===== config.mk =====
export PLATFORM = sky130hd
export DESIGN_NAME = pl0_ctrl
export DESIGN_NICKNAME = d
export VERILOG_FILES = /design/src/pl0_pkg.sv /design/src/pl0_ctrl.sv
export SDC_FILE = /design/constraint.sdc
export NUM_CORES = 1
export LEC_CHECK = 0
export BUFFER_PORTS_ARGS = -buffer_cell sky130_fd_sc_hd__buf_2
export CORE_AREA = 4 4 41 43
export DETAILED_ROUTE_END_ITERATION = 12
export DIE_AREA = 0 0 45 47
export HOLD_SLACK_MARGIN = 0.1
export PLACE_DENSITY = 0.66
export SKIP_CTS_REPAIR_TIMING = 1
export SLEW_MARGIN = 0
export SYNTH_ARGS = -nofsm -noshare
export SYNTH_HDL_FRONTEND = slang
export SYNTH_SLANG_ARGS = --single-unit
export TNS_END_PERCENT = 20

===== constraint.sdc =====
create_clock -name clk -period 1.9 [get_ports clk]
set_input_delay 0.475 -clock clk [delete_from_list [all_inputs] [get_ports clk]]
set_output_delay 0.475 -clock clk [all_outputs]
set_load 0.1 [all_outputs]

===== src/pl0_pkg.sv =====
// Shared opcodes, fault codes and controller/datapath command types.
package pl0_pkg;
  localparam logic [4:0] OP_LIT = 5'd1;
  localparam logic [4:0] OP_RTN = 5'd2;
  localparam logic [4:0] OP_LOD = 5'd3;
  localparam logic [4:0] OP_STO = 5'd4;
  localparam logic [4:0] OP_CAL = 5'd5;
  localparam logic [4:0] OP_INC = 5'd6;
  localparam logic [4:0] OP_JMP = 5'd7;
  localparam logic [4:0] OP_JPC = 5'd8;
  localparam logic [4:0] OP_SIO = 5'd9;
  localparam logic [4:0] OP_NEG = 5'd10;
  localparam logic [4:0] OP_ADD = 5'd11;
  localparam logic [4:0] OP_SUB = 5'd12;
  localparam logic [4:0] OP_MUL = 5'd13;
  localparam logic [4:0] OP_DIV = 5'd14;
  localparam logic [4:0] OP_ODD = 5'd15;
  localparam logic [4:0] OP_MOD = 5'd16;
  localparam logic [4:0] OP_EQL = 5'd17;
  localparam logic [4:0] OP_NEQ = 5'd18;
  localparam logic [4:0] OP_LSS = 5'd19;
  localparam logic [4:0] OP_LEQ = 5'd20;
  localparam logic [4:0] OP_GTR = 5'd21;
  localparam logic [4:0] OP_GEQ = 5'd22;

  localparam logic [2:0] FLT_OK    = 3'd0;
  localparam logic [2:0] FLT_OP    = 3'd1;
  localparam logic [2:0] FLT_CAL   = 3'd2;
  localparam logic [2:0] FLT_DIV0  = 3'd3;
  localparam logic [2:0] FLT_RANGE = 3'd4;

  localparam logic [31:0] SIO_WRITE = 32'd1;
  localparam logic [31:0] SIO_READ  = 32'd2;
  localparam logic [31:0] SIO_HALT  = 32'd3;

  // Datapath commands, one per controller state.
  localparam logic [3:0] CMD_NONE   = 4'd0;
  localparam logic [3:0] CMD_LATCH  = 4'd1;  // take the beat, read regs
  localparam logic [3:0] CMD_DECIDE = 4'd2;  // ops finished here, set up memory read
  localparam logic [3:0] CMD_LINK   = 4'd3;  // consume one static link word
  localparam logic [3:0] CMD_LDST   = 4'd4;  // address check, issue load/store
  localparam logic [3:0] CMD_LDWB   = 4'd5;  // write loaded word
  localparam logic [3:0] CMD_RTN1   = 4'd6;  // got saved base, read return addr
  localparam logic [3:0] CMD_RTN2   = 4'd7;  // got return address, commit
  localparam logic [3:0] CMD_DIVST  = 4'd8;  // one quotient bit
  localparam logic [3:0] CMD_DIVWB  = 4'd9;  // write quotient or remainder
  localparam logic [3:0] CMD_MULWB  = 4'd10; // write registered product

  typedef struct packed {
    logic [3:0] cmd;
  } pl0_ctl_t;

  typedef struct packed {
    logic       clearing;  // stack memory clearing pass still running
    logic       done;      // result is final this cycle
    logic       walk_more; // another link to follow
    logic       go_link;
    logic       go_ldst;
    logic       go_rtn;
    logic       go_div;
    logic       go_mul;
    logic       div_last;
  } pl0_sts_t;
endpackage


===== src/pl0_ctrl.sv =====
// Controller: sequences one instruction through the datapath and runs the stream handshake.
module pl0_ctrl (
  input  logic              clk,
  input  logic              rst,
  input  logic              in_valid,
  output logic              in_ready,
  output logic              out_valid,
  input  logic              out_ready,
  output pl0_pkg::pl0_ctl_t ctl,
  input  pl0_pkg::pl0_sts_t sts
);
  import pl0_pkg::*;

  localparam logic [3:0] S_IDLE = 4'd0;
  localparam logic [3:0] S_DEC  = 4'd1;
  localparam logic [3:0] S_LINK = 4'd2;
  localparam logic [3:0] S_LDST = 4'd3;
  localparam logic [3:0] S_LDWB = 4'd4;
  localparam logic [3:0] S_RTN1 = 4'd5;
  localparam logic [3:0] S_RTN2 = 4'd6;
  localparam logic [3:0] S_DIV  = 4'd7;
  localparam logic [3:0] S_DWB  = 4'd8;
  localparam logic [3:0] S_MWB  = 4'd9;
  localparam logic [3:0] S_OUT  = 4'd10;

  logic [3:0] state, state_next;

  assign in_ready  = state == S_IDLE && !sts.clearing;
  assign out_valid = state == S_OUT;

  always_comb begin
    ctl.cmd = CMD_NONE;
    state_next = state;
    case (state)
      S_IDLE: if (in_valid && !sts.clearing) begin
        ctl.cmd = CMD_LATCH; state_next = S_DEC;
      end
      S_DEC: begin
        ctl.cmd = CMD_DECIDE;
        if (sts.go_link) state_next = S_LINK;
        else if (sts.go_ldst) state_next = S_LDST;
        else if (sts.go_rtn) state_next = S_RTN1;
        else if (sts.go_div) state_next = S_DIV;
        else if (sts.go_mul) state_next = S_MWB;
        else state_next = S_OUT;
      end
      S_LINK: begin
        ctl.cmd = CMD_LINK;
        if (sts.done) state_next = S_OUT;
        else state_next = sts.walk_more ? S_LINK : S_LDST;
      end
      S_LDST: begin ctl.cmd = CMD_LDST; state_next = sts.done ? S_OUT : S_LDWB; end
      S_LDWB: begin ctl.cmd = CMD_LDWB; state_next = S_OUT; end
      S_RTN1: begin ctl.cmd = CMD_RTN1; state_next = S_RTN2; end
      S_RTN2: begin ctl.cmd = CMD_RTN2; state_next = S_OUT; end
      S_DIV:  begin ctl.cmd = CMD_DIVST; if (sts.div_last) state_next = S_DWB; end
      S_DWB:  begin ctl.cmd = CMD_DIVWB; state_next = S_OUT; end
      S_MWB:  begin ctl.cmd = CMD_MULWB; state_next = S_OUT; end
      S_OUT:  if (out_ready) state_next = S_IDLE;
      default: state_next = S_IDLE;
    endcase
  end

  always_ff @(posedge clk) begin
    if (rst) state <= S_IDLE;
    else state <= state_next;
  end
endmodule


# After elaboration in Yosys (flattened, before gate mapping)

Cells that the tools add are included.
W data, S select, Z words.

Reduce and logical (&&, ||, !) cells: 6
Muxes and demuxes: 14
Eq/ne operators: 13

Operators with widths:

| cell                 | number |
|---|---|
| $pmux W4 S10         | 1 |
| $mux W4              | 9 |
| $pmux W4 S8          | 1 |
| $eq A4 B3 Y1 const B | 4 |
| $eq A4 B4 Y1 const B | 3 |
| $eq A4 B2 Y1 const B | 2 |
| $eq A4 B1 Y1 const B | 1 |
| $logic_not A4 Y1     | 1 |
| $ne A2 B1 Y1 const B | 2 |
| $reduce_or A4 Y1     | 1 |
| $reduce_and A3 Y1    | 1 |
| $logic_and A1 B1 Y1  | 2 |
| $mux W1              | 2 |
| $mux W2              | 1 |
| $ne A2 B2 Y1 const B | 1 |
| $logic_not A1 Y1     | 1 |

Word-level logic and storage cells: 34
Register bits after elaboration: 4
Output and inout bits: 6
Bits of input ports: 13

# Longest topological paths before layout

Word-level depth: 6
Depth in mapped cells: 5
Gate-level depth less buffers: 4

# Least setup slack after synthesis

Ideal clock, no wire load.

Kind: register -> output
Start: reg state[0]
End: out in_ready
Required time: 1.425 ns
Slack: -2.049 ns
Arrival: 3.474 ns
Cell stages (with the launch flop): 3
Buffers on the path: 1
Cells stage by stage: dfxtp_1 -> clkbuf_1 -> nor4_1

Longest elaborated chain between the ends: 2

RTL lines:

| item                   | RTL line       | RTL |
|---|---|---|
| start, declared        | pl0_ctrl.sv:26 | `logic [3:0] state, state_next;` |
| start signal, assigned | pl0_ctrl.sv:66 | `else state <= state_next;` |
| $logic_not A4 Y1       | pl0_ctrl.sv:28 | `assign in_ready = state == S_IDLE && !sts.clearing;` |
| $logic_and A1 B1 Y1    | pl0_ctrl.sv:28 |  |
| end, declared          | pl0_ctrl.sv:6  | `output logic in_ready,` |

Every way passes these cells.

# Final worst setup path

Ends and elaborated chain as after synthesis.

==> impl_results.md <==
* Outcome: finished clean
* Port Buffer Count at 18
* Drt wl/cell at 14.2 um
* Final period util at 94.4%
* CTS tree: built
* Crit Path Class: reg -> out
* Slew Limit Headroom at 76.1%
* Final setup viols at 0
* Die area at 2120 um^2
* Vias per cell at 5.92
* Setup TNS at 0 ns
* H-tree depth at 1
* Fin. max-slew vios at 0
* Grt ovf at 0
* Largest registers: state (4)
* Max Root-Sink Buffers at 2
* Die H at 47 um
* DR iter-0 viols at 21
* Routed wire length at 1410 um
* Top reg by flops: state
* Post-DP HPWL at 1090 um
* Synth unique cells at 28
* Share of layout cells above drive strength 1 at 47.6%
* DRT antenna net count at 0
* FF/Latch Area at 85.1 um^2
* Mean Syn Cell Area at 6.68 um^2
* Yosys reg bits at 4
* Final hold violation count at 0
* First-pass iteration count of the detailed router at 5
* Layout Cells excl Fill at 99
* Peak supply drop at 1120 uV
* Post-Place Cells at 96
* Reg2Reg Setup Slack at 0.39 ns
* Depth of the worst hold-timing path at 2
* Root Driver: clkbuf_4
* Num rows at 13
* Crit. End Element: output pin
* Skew-Pair Late Insertion Delay at 0.24 ns
* Worst Hold Path EP: state[3]
* R2R cell count at 4
* Lkg Pwr at 0.283 nW
* Reg2reg start: state[0]
* R2r endpoint: state[0]
* Overall power at 1.42 mW
* Critical Path AT at 1.32 ns
* Number of flip-flops under the largest register name at 4
* Required time of the critical path at 1.42 ns
* Pin count of the biggest net entering global routing at 12
* P per Cell Area at 2000 nW/um^2
* Post-synthesis instance total at 62
* Hold path startpoint: rst
* Peak clock frequency supported by timing at 0.558 GHz
* Startpoint class of the critical path: register
* Crit path time final at 1.79 ns
* Core area at 1300 um^2
* Worst hold path class: in -> reg
* Ant diodes at 0
* Post-synth net total at 75
* Final WS setup at 0.107 ns
* GPL Wtd Cong at 0.904
* Sink Count at 4
* First-pass GRT wire length at 2120 um
* Placement-stage worst setup slack at 0.0611 ns
* Design area at 711 um^2
* Vias in the first global route at 533
* Sequential area share after synthesis at 19.3%
* Area Growth Syn to Fin at 71.6%
* Hold slack at 0.470 ns
* TritonCTS Buffers at 3
* Max Cap Viol at 0
* Worst-margin pin slew at 0.355 ns
* Initial Util at 31.8%
* Synthesized area at 414 um^2
* Final nets at 99
* Final core occ at 54.6%
* Skew final at 0.00428 ns
* Reg clk slew, reported paths at 0.04 ns
* DR vias at 586
* Area after DPL at 677 um^2
* Die Wd at 45 um
* Total GRT Usage at 13.4%
* RSZ-0062 raised after global routing: no
* Initial antenna violation count at 0
* Peak fanout along the critical path at 9
* Fill count at 124
* # IOs at 19
* Synth warn at 0
* Multi-input logic area at 363 um^2
* Remaining DRCs at 0
[worst max-delay path by stage]
stage               startpoint       end  slack, ns  cells after the start
floorplan             state[0]    ctl[2]      -0.45                      4
CTS                   state[1]    ctl[0]      -0.03                      3
detailed placement    in_valid    ctl[0]       0.06                      5
global placement      in_valid    ctl[0]       0.07                      5
finish                state[0]  in_ready       0.11                      3
global route          state[0]  in_ready       0.06                      3
[logic make-up (layout without fill, tap and decap cells)]
family | count (synthesis) | after routing | synth area share, %
buffers and inverters | 5 | 27 | 5.14
AO/OA/AOI/OAI | 21 | 21 | 33.2
AND/OR/NAND/NOR | 30 | 30 | 38.1
XOR/XNOR | 2 | 2 | 4.23
flip-flops | 4 | 4 | 19.3
[report_power, final]
part,internal [mW],switching [mW]
logic,0.438,0.680
clock network,0.0707,0.0350
registers,0.117,0.0803
total,0.626,0.795
[worst max-delay path, stage by stage, from the launching register on]
cell and delay, ns:
dfxtp_2 0.38, buf_4 0.19, nor4_4 0.30, buf_12 0.21
[final cells by class]
type	instances	share of cell area [%]
clock buffers	3	3.17
repair buffers	23	30.6
multi-input cells	53	51.1
well taps	15	2.64
flip-flops and latches	4	12.0
inverters	1	0.528
[layer usage]
metal,GRT usage [%],part of all wire [%],up-vias
met5,0,0,-
met4,7.02,0.57,0
met3,3.07,10,4
met2,22.6,50,34
met1,15.9,39,270
li1,-,-,278
[cells in the mapped netlist]
master	instances	area share [%]
a41oi_1	1	2.1
dfxtp_1	4	19
a211o_1	1	2.1
a21oi_1	2	2.4
nor4_1	4	6.0
nand3_1	1	1.2
a21o_1	1	1.8
o21ai_1	4	4.8
o31ai_1	1	1.8
buf_2	2	2.4
nand3b_1	1	1.8
a221oi_2	1	3.6
or3b_1	1	2.1
nor2_1	7	6.3
inv_2	1	0.91
o21ai_0	5	6.0
a22o_1	1	2.1
a31oi_1	1	1.5
nand2b_1	2	3.0
o21a_1	1	1.8
clkbuf_1	2	1.8
or4_1	1	1.8
o22ai_1	2	3.0
nor3_1	3	3.6
xnor2_1	2	4.2
nor2b_1	3	4.5
or2_4	1	2.1
nand2_1	6	5.4
[layout by cell type, fill, tap and decap left out, types with 2 or more instances in the layout]
cell      Yosys  final
buf_2         2     12
nand2_1       6      6
nor2_1        7      6
buf_12        0      6
o21ai_0       5      5
buf_4         0      5
dfxtp_2       0      4
nor2b_1       3      3
o21ai_1       4      3
clkbuf_4      0      3
xnor2_1       2      2
nand2b_1      2      2
nor4_1        4      2
a21oi_1       2      2
No activity file was read; power rests on OpenSTA's default activity.
